### src/rtl/core/swse_pkg.sv
// Shared types, widths and register codes for the sliding-window slope estimator.
// Used by the top level, the port checker and the testbench files.
`default_nettype none

package swse_pkg;

    // Default history depth for the sample ring.
    localparam int HISTORY_DEPTH_DEF = 64;

    // Field widths of the channels.
    localparam int TEMP_W  = 12;
    localparam int ENTRY_W = 2 * TEMP_W;
    localparam int WIN_W   = 7;
    localparam int LIM_W   = 16;
    localparam int SPM_W   = 16;
    localparam int RATE_W  = 32;

    // Accumulator widths, sized for windows of up to 127 samples.
    localparam int X_W   = 7;
    localparam int SQ_W  = 14;
    localparam int SX_W  = 13;
    localparam int SXX_W = 20;
    localparam int SY_W  = 19;
    localparam int SXY_W = 26;
    localparam int NUM_W = 34;
    localparam int DEN_W = 28;

    // Shared multiplier operand and product widths.
    localparam int MA_W = 34;
    localparam int MB_W = 17;
    localparam int MP_W = MA_W + MB_W;

    // Divider widths: dividend is |num| * spm * 16, divisor is the positive denominator.
    localparam int SCALE_SH = 4;
    localparam int DIVN_W   = 52;
    localparam int DIVD_W   = 27;

    // Saturation limits of a rate.
    localparam logic [RATE_W-1:0] RATE_MAX = 32'h7FFF_FFFF;
    localparam logic [RATE_W-1:0] RATE_MIN = 32'h8000_0000;

    // APB port geometry and register indexes.
    localparam int APB_AW  = 5;
    localparam int APB_DW  = 32;
    localparam int REGIX_W = 3;

    typedef enum logic [REGIX_W-1:0] {
        REG_COLD_WINDOW = 3'd0,
        REG_HOT_WINDOW  = 3'd1,
        REG_STABLE_MIN  = 3'd2,
        REG_STABLE_LIM  = 3'd3,
        REG_SPM         = 3'd4
    } swse_reg_t;

    // Reset values of the configuration registers.
    localparam logic [WIN_W-1:0] COLD_WINDOW_RST = 7'd30;
    localparam logic [WIN_W-1:0] HOT_WINDOW_RST  = 7'd60;
    localparam logic [WIN_W-1:0] STABLE_MIN_RST  = 7'd60;
    localparam logic [LIM_W-1:0] STABLE_LIM_RST  = 16'd256;
    localparam logic [SPM_W-1:0] SPM_RST         = 16'd60;

    // Sequencer states.
    typedef enum logic [3:0] {
        ST_IDLE,
        ST_SETUP,
        ST_WALK,
        ST_NUM_A,
        ST_NUM_B,
        ST_DEN_A,
        ST_DEN_B,
        ST_DEN_C,
        ST_SCALE,
        ST_DIV_GO,
        ST_DIV_WAIT,
        ST_OUT
    } swse_state_t;

endpackage

`default_nettype wire

### src/rtl/core/swse_ram.sv
// Generic single-write, single-read RAM with a registered read port.
// Depends on nothing; holds the sample ring of the slope estimator.
`default_nettype none

module swse_ram #(
    parameter int WIDTH = 24,
    parameter int DEPTH = 64
) (
    input  wire logic                     clk,
    input  wire logic                     we,
    input  wire logic [$clog2(DEPTH)-1:0] waddr,
    input  wire logic [WIDTH-1:0]         wdata,
    input  wire logic                     re,
    input  wire logic [$clog2(DEPTH)-1:0] raddr,
    output logic      [WIDTH-1:0]         rdata
);

    logic [WIDTH-1:0] mem [DEPTH];

    // One write and one registered read per cycle.
    always_ff @(posedge clk) begin
        if (we) begin
            mem[waddr] <= wdata;
        end
        if (re) begin
            rdata <= mem[raddr];
        end
    end

endmodule

`default_nettype wire

### src/rtl/core/swse_div.sv
// Restoring unsigned divider, one quotient bit per cycle.
// Depends on swse_pkg only through the widths handed down by the top level.
`default_nettype none

module swse_div #(
    parameter int NW = 52,
    parameter int DW = 27
) (
    input  wire logic          clk,
    input  wire logic          rst_n,
    input  wire logic          start,
    input  wire logic [NW-1:0] dividend,
    input  wire logic [DW-1:0] divisor,
    output logic               done,
    output logic      [NW-1:0] quotient
);

    localparam int CNT_W = $clog2(NW + 1);

    logic             busy_reg, busy_next;
    logic             done_reg, done_next;
    logic [CNT_W-1:0] cnt_reg, cnt_next;
    logic [NW-1:0]    quo_reg, quo_next;
    logic [DW-1:0]    rem_reg, rem_next;
    logic [DW-1:0]    dsr_reg, dsr_next;
    logic [DW:0]      trial;
    logic             fits;

    // Shift in the next dividend bit and subtract when the divisor fits.
    always_comb begin
        trial     = {rem_reg, quo_reg[NW-1]};
        fits      = trial >= {1'b0, dsr_reg};
        busy_next = busy_reg;
        done_next = 1'b0;
        cnt_next  = cnt_reg;
        quo_next  = quo_reg;
        rem_next  = rem_reg;
        dsr_next  = dsr_reg;
        if (start) begin
            busy_next = 1'b1;
            cnt_next  = CNT_W'(NW);
            quo_next  = dividend;
            rem_next  = '0;
            dsr_next  = divisor;
        end else if (busy_reg) begin
            rem_next = fits ? DW'(trial - {1'b0, dsr_reg}) : trial[DW-1:0];
            quo_next = {quo_reg[NW-2:0], fits};
            cnt_next = cnt_reg - 1'b1;
            if (cnt_reg == CNT_W'(1)) begin
                busy_next = 1'b0;
                done_next = 1'b1;
            end
        end
    end

    // Control state.
    always_ff @(posedge clk) begin
        if (!rst_n) begin
            busy_reg <= 1'b0;
            done_reg <= 1'b0;
        end else begin
            busy_reg <= busy_next;
            done_reg <= done_next;
        end
    end

    // Datapath registers.
    always_ff @(posedge clk) begin
        cnt_reg <= cnt_next;
        quo_reg <= quo_next;
        rem_reg <= rem_next;
        dsr_reg <= dsr_next;
    end

    assign done     = done_reg;
    assign quotient = quo_reg;

endmodule

`default_nettype wire

### src/rtl/core/sliding_window_slope_estimator.sv
// Top level of the sliding-window least-squares slope estimator.
// Depends on swse_pkg, swse_ram (sample ring) and swse_div (rate divider).
//
//   Channel   Direction  Handshake           Beat contents
//   s_        in         s_valid / s_ready   cold and hot plate temperature
//   m_        out        m_valid / m_ready   cold/hot rates, valid bits, stable flag
//   APB       config     psel/penable        five registers at 4*i, pready tied high
//
// A side whose window exceeds the history skips the walk and the divider; a window
// of 0 or 1 is walked but skips the divider. The walk reads one ring entry per cycle
// and the divider yields one quotient bit per cycle; these two take up most of a beat.
// s_ready is high only in the idle state.
// Reset is synchronous, active low; the ring itself is not cleared.
// A finished result waits in the output register while the next beat is taken in.
`default_nettype none

module sliding_window_slope_estimator #(
    parameter int HISTORY_DEPTH = swse_pkg::HISTORY_DEPTH_DEF
) (
    input  wire logic                                aclk,
    input  wire logic                                aresetn,
    // Sample channel
    input  wire logic                                s_valid,
    output logic                                     s_ready,
    input  wire logic signed [swse_pkg::TEMP_W-1:0]  s_cold_temp,
    input  wire logic signed [swse_pkg::TEMP_W-1:0]  s_hot_temp,
    // Result channel
    output logic                                     m_valid,
    input  wire logic                                m_ready,
    output logic signed      [swse_pkg::RATE_W-1:0]  m_cold_rate,
    output logic                                     m_cold_rate_valid,
    output logic signed      [swse_pkg::RATE_W-1:0]  m_hot_rate,
    output logic                                     m_hot_rate_valid,
    output logic                                     m_hot_stable,
    // Configuration port
    input  wire logic                                psel,
    input  wire logic                                penable,
    input  wire logic                                pwrite,
    input  wire logic        [swse_pkg::APB_AW-1:0]  paddr,
    input  wire logic        [swse_pkg::APB_DW-1:0]  pwdata,
    output logic             [swse_pkg::APB_DW-1:0]  prdata,
    output logic                                     pready
);

    import swse_pkg::*;

    localparam int AW   = $clog2(HISTORY_DEPTH);
    localparam int CW   = $clog2(HISTORY_DEPTH + 1);
    localparam int CMPW = (CW > WIN_W) ? CW : WIN_W;
    localparam int PW   = ((AW + 1) > WIN_W) ? (AW + 1) : WIN_W;

    // Configuration registers
    logic [WIN_W-1:0] cold_window_reg, hot_window_reg, stable_min_reg;
    logic [LIM_W-1:0] stable_lim_reg;
    logic [SPM_W-1:0] spm_reg;
    logic             cfg_wr;
    swse_reg_t        cfg_ix;

    // Sequencer and ring control
    swse_state_t      state_reg, state_next;
    logic             side_reg, side_next;
    logic [AW-1:0]    wp_reg, wp_next;
    logic [CW-1:0]    count_reg, count_next;
    logic             v1_reg, v1_next;
    logic             v2_reg, v2_next;
    logic             m_valid_reg, m_valid_next;

    // Walk and arithmetic registers
    logic        [WIN_W-1:0]  win_reg, win_next;
    logic        [X_W-1:0]    idx_reg, idx_next;
    logic        [X_W-1:0]    x1_reg, x1_next;
    logic        [AW-1:0]     rd_ptr_reg, rd_ptr_next;
    logic        [SQ_W-1:0]   sq_reg, sq_next;
    logic        [SX_W-1:0]   sx_reg, sx_next;
    logic        [SXX_W-1:0]  sxx_reg, sxx_next;
    logic signed [SY_W-1:0]   sy_reg, sy_next;
    logic signed [SXY_W-1:0]  sxy_reg, sxy_next;
    logic signed [NUM_W-1:0]  acc_reg, acc_next;
    logic signed [NUM_W-1:0]  num_reg, num_next;
    logic signed [DEN_W-1:0]  den_reg, den_next;
    logic signed [MP_W-1:0]   prod_reg;

    // Per-item results
    logic [RATE_W-1:0] cold_rate_reg, hot_rate_reg;
    logic              cold_ok_reg, hot_ok_reg;

    // Output registers
    logic [RATE_W-1:0] m_cold_rate_reg, m_hot_rate_reg;
    logic              m_cold_ok_reg, m_hot_ok_reg, m_stable_reg;

    // Combinational helpers
    logic                     accept;
    logic [WIN_W-1:0]         win_sel;
    logic                     win_fits;
    logic [PW-1:0]            start_raw, start_adj;
    logic                     issue;
    logic signed [TEMP_W-1:0] y_val;
    logic signed [MA_W-1:0]   mul_a;
    logic signed [MB_W-1:0]   mul_b;
    logic                     mul_en;
    logic signed [NUM_W-1:0]  mag;
    logic                     den_pos;
    logic                     side_done;
    logic                     ok_wr, ok_val;
    logic                     rate_wr;
    logic [RATE_W-1:0]        rate_val;
    logic                     q_big;
    logic                     out_load;
    logic [RATE_W:0]          hot_ext, hot_abs;
    logic                     stable;
    logic                     div_start, div_done;
    logic [DIVN_W-1:0]        div_quo;
    logic [ENTRY_W-1:0]       rd_data;

    assign accept = s_valid && s_ready;
    assign s_ready = (state_reg == ST_IDLE);

    // Configuration writes and reads.
    assign cfg_wr = psel && penable && pwrite;
    assign cfg_ix = swse_reg_t'(paddr[APB_AW-1:2]);
    assign pready = 1'b1;

    always_comb begin
        case (cfg_ix)
            REG_COLD_WINDOW: prdata = APB_DW'(cold_window_reg);
            REG_HOT_WINDOW:  prdata = APB_DW'(hot_window_reg);
            REG_STABLE_MIN:  prdata = APB_DW'(stable_min_reg);
            REG_STABLE_LIM:  prdata = APB_DW'(stable_lim_reg);
            REG_SPM:         prdata = APB_DW'(spm_reg);
            default:         prdata = '0;
        endcase
    end

    always_ff @(posedge aclk) begin
        if (!aresetn) begin
            cold_window_reg <= COLD_WINDOW_RST;
            hot_window_reg  <= HOT_WINDOW_RST;
            stable_min_reg  <= STABLE_MIN_RST;
            stable_lim_reg  <= STABLE_LIM_RST;
            spm_reg         <= SPM_RST;
        end else if (cfg_wr) begin
            case (cfg_ix)
                REG_COLD_WINDOW: cold_window_reg <= pwdata[WIN_W-1:0];
                REG_HOT_WINDOW:  hot_window_reg  <= pwdata[WIN_W-1:0];
                REG_STABLE_MIN:  stable_min_reg  <= pwdata[WIN_W-1:0];
                REG_STABLE_LIM:  stable_lim_reg  <= pwdata[LIM_W-1:0];
                REG_SPM:         spm_reg         <= pwdata[SPM_W-1:0];
                default: ;
            endcase
        end
    end

    // Sample ring: written on each accepted beat, read during the walk.
    swse_ram #(
        .WIDTH (ENTRY_W),
        .DEPTH (HISTORY_DEPTH)
    ) u_ram (
        .clk   (aclk),
        .we    (accept),
        .waddr (wp_reg),
        .wdata ({s_hot_temp, s_cold_temp}),
        .re    (issue),
        .raddr (rd_ptr_reg),
        .rdata (rd_data)
    );

    // Window setup: validity against the history and the oldest slot of the window.
    always_comb begin
        win_sel   = side_reg ? hot_window_reg : cold_window_reg;
        win_fits  = CMPW'(win_sel) <= CMPW'(count_reg);
        start_raw = PW'(wp_reg) + PW'(HISTORY_DEPTH) - PW'(win_sel);
        start_adj = (start_raw >= PW'(HISTORY_DEPTH)) ?
                    (start_raw - PW'(HISTORY_DEPTH)) : start_raw;
    end

    assign issue   = (state_reg == ST_WALK) && (idx_reg < win_reg);
    assign y_val   = side_reg ? rd_data[ENTRY_W-1:TEMP_W] : rd_data[TEMP_W-1:0];
    assign mag     = num_reg[NUM_W-1] ? -num_reg : num_reg;
    assign den_pos = !den_reg[DEN_W-1] && (den_reg != '0);

    // Saturate the divider quotient to a signed 32-bit rate.
    always_comb begin
        q_big = |div_quo[DIVN_W-1:RATE_W-1];
        if (num_reg[NUM_W-1]) begin
            rate_val = q_big ? RATE_MIN : -div_quo[RATE_W-1:0];
        end else begin
            rate_val = q_big ? RATE_MAX : div_quo[RATE_W-1:0];
        end
    end

    // Hot-side stability from the finished hot rate.
    always_comb begin
        hot_ext = (RATE_W + 1)'($signed(hot_rate_reg));
        hot_abs = hot_rate_reg[RATE_W-1] ? -hot_ext : hot_ext;
        stable  = (CMPW'(count_reg) >= CMPW'(stable_min_reg)) && hot_ok_reg &&
                  (hot_abs <= (RATE_W + 1)'(stable_lim_reg));
    end

    // Next state.
    always_comb begin
        state_next = state_reg;
        case (state_reg)
            ST_IDLE: begin
                if (accept) begin
                    state_next = ST_SETUP;
                end
            end
            ST_SETUP: begin
                if (!win_fits) begin
                    state_next = side_reg ? ST_OUT : ST_SETUP;
                end else begin
                    state_next = ST_WALK;
                end
            end
            ST_WALK: begin
                if (!issue && !v1_reg && !v2_reg) begin
                    state_next = ST_NUM_A;
                end
            end
            ST_NUM_A: state_next = ST_NUM_B;
            ST_NUM_B: state_next = ST_DEN_A;
            ST_DEN_A: state_next = ST_DEN_B;
            ST_DEN_B: state_next = ST_DEN_C;
            ST_DEN_C: state_next = ST_SCALE;
            ST_SCALE: begin
                if (!den_pos) begin
                    state_next = side_reg ? ST_OUT : ST_SETUP;
                end else begin
                    state_next = ST_DIV_GO;
                end
            end
            ST_DIV_GO: state_next = ST_DIV_WAIT;
            ST_DIV_WAIT: begin
                if (div_done) begin
                    state_next = side_reg ? ST_OUT : ST_SETUP;
                end
            end
            ST_OUT: begin
                if (!m_valid_reg || m_ready) begin
                    state_next = ST_IDLE;
                end
            end
            default: state_next = ST_IDLE;
        endcase
    end

    // Datapath control and register next values for each state.
    always_comb begin
        side_done   = 1'b0;
        ok_wr       = 1'b0;
        ok_val      = 1'b0;
        rate_wr     = 1'b0;
        out_load    = 1'b0;
        div_start   = 1'b0;
        mul_en      = 1'b0;
        mul_a       = '0;
        mul_b       = '0;
        v1_next     = 1'b0;
        v2_next     = 1'b0;
        wp_next     = wp_reg;
        count_next  = count_reg;
        win_next    = win_reg;
        idx_next    = idx_reg;
        x1_next     = x1_reg;
        rd_ptr_next = rd_ptr_reg;
        sq_next     = sq_reg;
        sx_next     = sx_reg;
        sxx_next    = sxx_reg;
        sy_next     = sy_reg;
        sxy_next    = sxy_reg;
        acc_next    = acc_reg;
        num_next    = num_reg;
        den_next    = den_reg;

        case (state_reg)
            ST_IDLE: begin
                if (accept) begin
                    wp_next = (wp_reg == AW'(HISTORY_DEPTH - 1)) ? '0 : wp_reg + 1'b1;
                    if (count_reg != CW'(HISTORY_DEPTH)) begin
                        count_next = count_reg + 1'b1;
                    end
                end
            end
            ST_SETUP: begin
                win_next    = win_sel;
                idx_next    = '0;
                rd_ptr_next = start_adj[AW-1:0];
                sq_next     = '0;
                sx_next     = '0;
                sxx_next    = '0;
                sy_next     = '0;
                sxy_next    = '0;
                ok_wr       = 1'b1;
                ok_val      = win_fits;
                side_done   = !win_fits;
            end
            ST_WALK: begin
                // Issue stage: address the next entry and advance the abscissa sums.
                if (issue) begin
                    rd_ptr_next = (rd_ptr_reg == AW'(HISTORY_DEPTH - 1)) ?
                                  '0 : rd_ptr_reg + 1'b1;
                    idx_next    = idx_reg + 1'b1;
                    sx_next     = sx_reg + SX_W'(idx_reg);
                    sxx_next    = sxx_reg + SXX_W'(sq_reg);
                    sq_next     = sq_reg + SQ_W'({idx_reg, 1'b1});
                    x1_next     = idx_reg;
                    v1_next     = 1'b1;
                end
                // Data stage: sum y and form x*y in the shared multiplier.
                if (v1_reg) begin
                    sy_next = sy_reg + SY_W'(y_val);
                    mul_a   = MA_W'(y_val);
                    mul_b   = MB_W'(x1_reg);
                    mul_en  = 1'b1;
                    v2_next = 1'b1;
                end
                // Accumulate stage.
                if (v2_reg) begin
                    sxy_next = sxy_reg + SXY_W'(prod_reg);
                end
            end
            ST_NUM_A: begin
                mul_a  = MA_W'(sxy_reg);
                mul_b  = MB_W'(win_reg);
                mul_en = 1'b1;
            end
            ST_NUM_B: begin
                acc_next = NUM_W'(prod_reg);
                mul_a    = MA_W'(sy_reg);
                mul_b    = MB_W'(sx_reg);
                mul_en   = 1'b1;
            end
            ST_DEN_A: begin
                num_next = acc_reg - NUM_W'(prod_reg);
                mul_a    = MA_W'(sxx_reg);
                mul_b    = MB_W'(win_reg);
                mul_en   = 1'b1;
            end
            ST_DEN_B: begin
                acc_next = NUM_W'(prod_reg);
                mul_a    = MA_W'(sx_reg);
                mul_b    = MB_W'(sx_reg);
                mul_en   = 1'b1;
            end
            ST_DEN_C: begin
                den_next = DEN_W'(acc_reg - NUM_W'(prod_reg));
            end
            ST_SCALE: begin
                // A window of at most one sample has no spread: its rate is zero.
                if (!den_pos) begin
                    rate_wr   = 1'b1;
                    side_done = 1'b1;
                end else begin
                    mul_a  = mag;
                    mul_b  = MB_W'(spm_reg);
                    mul_en = 1'b1;
                end
            end
            ST_DIV_GO: begin
                div_start = 1'b1;
            end
            ST_DIV_WAIT: begin
                if (div_done) begin
                    rate_wr   = 1'b1;
                    side_done = 1'b1;
                end
            end
            ST_OUT: begin
                out_load = !m_valid_reg || m_ready;
            end
            default: ;
        endcase

        side_next    = side_done ? !side_reg : side_reg;
        m_valid_next = out_load || (m_valid_reg && !m_ready);
    end

    // Quotient of the scaled numerator over the denominator.
    swse_div #(
        .NW (DIVN_W),
        .DW (DIVD_W)
    ) u_div (
        .clk      (aclk),
        .rst_n    (aresetn),
        .start    (div_start),
        .dividend ({prod_reg[DIVN_W-SCALE_SH-1:0], {SCALE_SH{1'b0}}}),
        .divisor  (den_reg[DIVD_W-1:0]),
        .done     (div_done),
        .quotient (div_quo)
    );

    // Control state with reset.
    always_ff @(posedge aclk) begin
        if (!aresetn) begin
            state_reg   <= ST_IDLE;
            side_reg    <= 1'b0;
            wp_reg      <= '0;
            count_reg   <= '0;
            v1_reg      <= 1'b0;
            v2_reg      <= 1'b0;
            m_valid_reg <= 1'b0;
        end else begin
            state_reg   <= state_next;
            side_reg    <= side_next;
            wp_reg      <= wp_next;
            count_reg   <= count_next;
            v1_reg      <= v1_next;
            v2_reg      <= v2_next;
            m_valid_reg <= m_valid_next;
        end
    end

    // Datapath registers.
    always_ff @(posedge aclk) begin
        win_reg    <= win_next;
        idx_reg    <= idx_next;
        x1_reg     <= x1_next;
        rd_ptr_reg <= rd_ptr_next;
        sq_reg     <= sq_next;
        sx_reg     <= sx_next;
        sxx_reg    <= sxx_next;
        sy_reg     <= sy_next;
        sxy_reg    <= sxy_next;
        acc_reg    <= acc_next;
        num_reg    <= num_next;
        den_reg    <= den_next;
        if (mul_en) begin
            prod_reg <= mul_a * mul_b;
        end
        // A side that is short of history reports a zero rate.
        if (ok_wr) begin
            if (side_reg) begin
                hot_ok_reg <= ok_val;
                if (!ok_val) begin
                    hot_rate_reg <= '0;
                end
            end else begin
                cold_ok_reg <= ok_val;
                if (!ok_val) begin
                    cold_rate_reg <= '0;
                end
            end
        end
        if (rate_wr) begin
            if (side_reg) begin
                hot_rate_reg <= (state_reg == ST_SCALE) ? '0 : rate_val;
            end else begin
                cold_rate_reg <= (state_reg == ST_SCALE) ? '0 : rate_val;
            end
        end
        if (out_load) begin
            m_cold_rate_reg <= cold_rate_reg;
            m_cold_ok_reg   <= cold_ok_reg;
            m_hot_rate_reg  <= hot_rate_reg;
            m_hot_ok_reg    <= hot_ok_reg;
            m_stable_reg    <= stable;
        end
    end

    assign m_valid           = m_valid_reg;
    assign m_cold_rate       = m_cold_rate_reg;
    assign m_cold_rate_valid = m_cold_ok_reg;
    assign m_hot_rate        = m_hot_rate_reg;
    assign m_hot_rate_valid  = m_hot_ok_reg;
    assign m_hot_stable      = m_stable_reg;

endmodule

`default_nettype wire

### config.mk
export PLATFORM = sky130hd
export DESIGN_NAME = sliding_window_slope_estimator
export DESIGN_NICKNAME = d
export VERILOG_FILES = /design/src/rtl/core/swse_pkg.sv /design/src/rtl/core/swse_ram.sv /design/src/rtl/core/swse_div.sv /design/src/rtl/core/sliding_window_slope_estimator.sv
export SDC_FILE = /design/constraint.sdc
export NUM_CORES = 2
export LEC_CHECK = 0
export ABC_AREA = 1
export BUFFER_PORTS_ARGS = -buffer_cell sky130_fd_sc_hd__buf_4
export CORE_ASPECT_RATIO = 0.6
export CORE_MARGIN = 4
export CORE_UTILIZATION = 40
export CTS_CLUSTER_DIAMETER = 40
export DETAILED_ROUTE_END_ITERATION = 6
export PLACE_DENSITY = 0.64
export SETUP_SLACK_MARGIN = 0.05
export SYNTH_ARGS = -nofsm -noshare
export SYNTH_HDL_FRONTEND = slang
export SYNTH_SLANG_ARGS = --single-unit
### constraint.sdc
create_clock -name aclk -period 9.41 [get_ports aclk]
set_input_delay 0.4705 -clock aclk [delete_from_list [all_inputs] [get_ports aclk]]
set_output_delay 0.4705 -clock aclk [all_outputs]
set_load 0.01 [all_outputs]
==> results by group <==
Floorplan
  – Die Height: 420 µm
  – Core area: 282000 µm²
  – DIE AREA: 292000 µm²
  – Die width: 695 µm
  – Ports: 170
  – Initial Utilization: 40.2%
  – FP Rows: 151

Detailed routing
  – Via count: 83.8k
  – Drc violations: 12
  – Post-DRT Antenna Nets: 0
  – Initial DRC count: 12.0k
  – DR top layer: met5
  – Metal3 WL: 52.0 mm
  – Drt wl/cell: 23.9 µm
  – Pre-Repair DR Iteration Count: 7
  – Total Wirelength: 360 mm
  – Met2 WL: 136 mm
  – Vias/cell: 5.57
  – Met1 wire length: 166 mm

Clocking
  – CTS Buf Count: 237
  – H-tree depth: 4
  – PostCTS Resize Cnt: 0
  – Clk_lat worst skew: 0.96 ns
  – Clock Sink Count: 2144
  – Clk slew on worst S/H paths: 0.06 ns
  – Clock root buffer: clkbuf_16
  – CTS tree: done
  – Maximum root-to-sink buffer count: 4

Power and ir drop
  – Clock power share: 27.8%
  – Leak: 48.4 nW
  – PD cells: 266 nW/µm²
  – Sw Share: 41.2%
  – Internal power: 0.0198 W
  – Peak VDD IR: 266 µV
  – Pwr Total: 0.0337 W
  – Combinational share of power: 36.9%
  – Reg power frac: 35.4%
  – P_sw: 0.0139 W

Critical path
  – Critical path class: reg2reg
  – Worst Setup Start Kind: register
  – Most common cell on crit path: inv_1
  – Max FO, Critical Path: 19
  – WP data required: 10.02 ns
  – Critical Path Max Stage Delay: 0.69 ns
  – Slowest-stage cell, CP: inv_1
  – CP arrival: 9.65 ns
  – CP Capture Type: register

Global route
  – Gr usage total: 24.0%
  – Grt total ovfl: 0
  – Largest net degree at the start of global routing: 178
  – Initial antenna violation count: 19
  – Global-route wire length before repair: 522 mm
  – Number of global-route vias before repair: 76.0k

Run status
  – Outcome: finished with violations
  – Failing checks: DRC

Finish
  – Area grow syn2layout: 11.7%
  – Nets@finish: 12.0k
  – Share of layout cells above drive strength 1: 7.58%
  – Largest register FFs: 1536
  – Design Area, Final: 127000 µm²

Synthesis
  – Cell variety after synth: 70
  – Seq cells post-synth: 2144
  – Mean Syn Cell Area: 10.3 µm²
  – Synth Instances: 11.0k
  – Sequential fraction of the synthesis area: 55.2%
  – Post-synthesis cell area: 113000 µm²
  – Async set-or-reset flop fraction in the synthesized netlist: 0%
  – Syn. warnings: 0
  – Number of flops mapped to enable cells by yosys: 1967
  – Top_reg_cell synth: edfxtp_1

Run
  – Maximum capacitance violations: 0

Timing
  – Slew @ Worst Pin: 1.38 ns
  – Crit share post-route: 96.0%
  – Worst slew margin: 7.79%
  – Fmax: 111 MHz
  – Final Skew: 0.121 ns
  – RSZ-0062 raised after global routing: false
  – Worst hold slack: 0.100 ns
  – Final Hold Viols: 0
  – # setup viols final: 0
  – TNS Setup: 0 ns
  – Max-slew violations: 0
  – Min Tclk post-route: 9.03 ns

Placement
  – GP Congestion: 0.971
  – DP Area: 119000 µm²
  – DP HPWL: 238 mm
  – # port buffers: 134

Hold path
  – Worst Hold Class: in2reg
synthesized netlist by cell type (24+ instances only):
library cell	n	share of area (%)
a21oi_1	386	1.7
fa_1	505	8.9
xor2_1	107	0.83
nor2_1	1657	5.5
clkbuf_1	336	1.1
nor3_1	69	0.30
o21a_1	25	0.17
o21ai_1	58	0.26
o211ai_1	24	0.16
dfxtp_1	177	3.1
o22ai_1	539	3.0
nand4_1	61	0.34
xnor2_1	39	0.30
buf_4	34	0.23
ha_1	296	3.3
inv_1	1315	4.4
o21ai_0	1300	5.7
inv_2	24	0.079
buf_2	134	0.59
nand3_1	270	1.2
nand2_1	1432	4.7
edfxtp_1	1967	52
o21bai_1	25	0.17
power groups by stage:
stage	combinational (W)	sequential [W]	clock [W]
6_report	0.0124	0.0119	0.00935
5_1_grt	0.0135	0.0119	0.00987
4_1_cts	0.0121	0.0119	0.00943
3_5_place_dp	0.0120	0.0121	0
3_3_place_gp	0.0119	0.0121	0
2_1_floorplan	0.00772	0.0117	0
cell usage in the layout, fill, tap and decap left out, types with 18 or more instances in the layout:
cell type         n
clkbuf_16       239
xnor2_1          39
nand4_1          61
nor2_2           59
inv_6            26
a31oi_1          20
nand2_1        1431
clkinv_1         33
bufinv_16        18
clkinvlp_4       18
a21oi_1         385
nand3_1         269
ha_1            296
dfxtp_1         177
o21a_1           25
clkinv_2         31
edfxtp_1       1967
xor2_1          107
o211ai_1         24
inv_1          1312
dlygate4sd3_1    20
nor2_1         1589
fa_1            505
o21bai_1         25
inv_2            24
a22o_1           18
o21ai_1          57
nor3_1           68
buf_4           309
nor2_4           24
a21o_1           18
o22ai_1         537
o21ai_0        1300
clkbuf_1         27
o31ai_1          19
critical path, delay by kind of cell, from the launching register on:
| family | cells | cell delay, ns |
|---|---|---|
| adder cells (fa/ha/maj) | 7 | 3.46 |
| AO/OA/AOI/OAI | 7 | 1.77 |
| AND/OR/NAND/NOR | 8 | 1.70 |
| buffers and inverters | 7 | 1.45 |
| flip-flops | 1 | 0.36 |
area by class of cell:
| type | instances | area [µm²] |
|---|---|---|
| Inverter | 1343 | 5060 |
| Fill cell | 26100 | 156000 |
| Clock buffer | 267 | 6100 |
| Multi-Input combinational cell | 7046 | 43700 |
| Tap cell | 3748 | 4690 |
| Sequential cell | 2144 | 62600 |
| Clock inverter | 164 | 1700 |
| Antenna cell | 4 | 10.0 |
| Timing Repair Buffer | 338 | 2700 |
per-layer routing:
metal / vias to the layer above / global-route usage (%)
li1: 37900 / -
met2: 4761 / 30.5
met4: 2 / 4.21
met5: - / 0.199
met3: 386 / 8.09
met1: 40700 / 38.7
kinds of logic after synthesis:
group,share of synthesized area (%)
simple gates,12.7
compound gates,12.3
flops,55.2
buf+inv,6.51
fa+ha+maj,12.2
xor+xnor,1.13
other cells,0.00663
metrics by stage:
stage,utilization (%),worst slack [ns],instances
finish,44.9,0.375,15100
global route,44.9,0.227,15100
CTS,44.9,0.646,15100
detailed placement,42.0,0.709,14600
global placement,42.0,0.750,14600
floorplan,-,2.09,11100
worst paths after layout:
check / endpoint / from / cells after the start / slack (ns)
max reg2reg: prod_reg[47]$_DFFE_PP_ / state_reg[1]$_SDFFE_PN0P_ / 29 / 0.38
min: u_ram.mem[20][3]$_DFFE_PP_ / s_cold_temp[3] / 1 / 0.10
max: prod_reg[47]$_DFFE_PP_ / state_reg[1]$_SDFFE_PN0P_ / 29 / 0.38
min reg2reg: u_div.dsr_reg[11]$_DFFE_PP_ / den_reg[11]$_DFFE_PP_ / 0 / 0.37
repair_timing:
action                                 in CTS  in global routing
hold buffers                               20                  0
endpoints found under the hold margin      56                  0
setup buffers                               0                  0
setup endpoints to repair                   0                  0
Power figures use the tool's default switching activity.
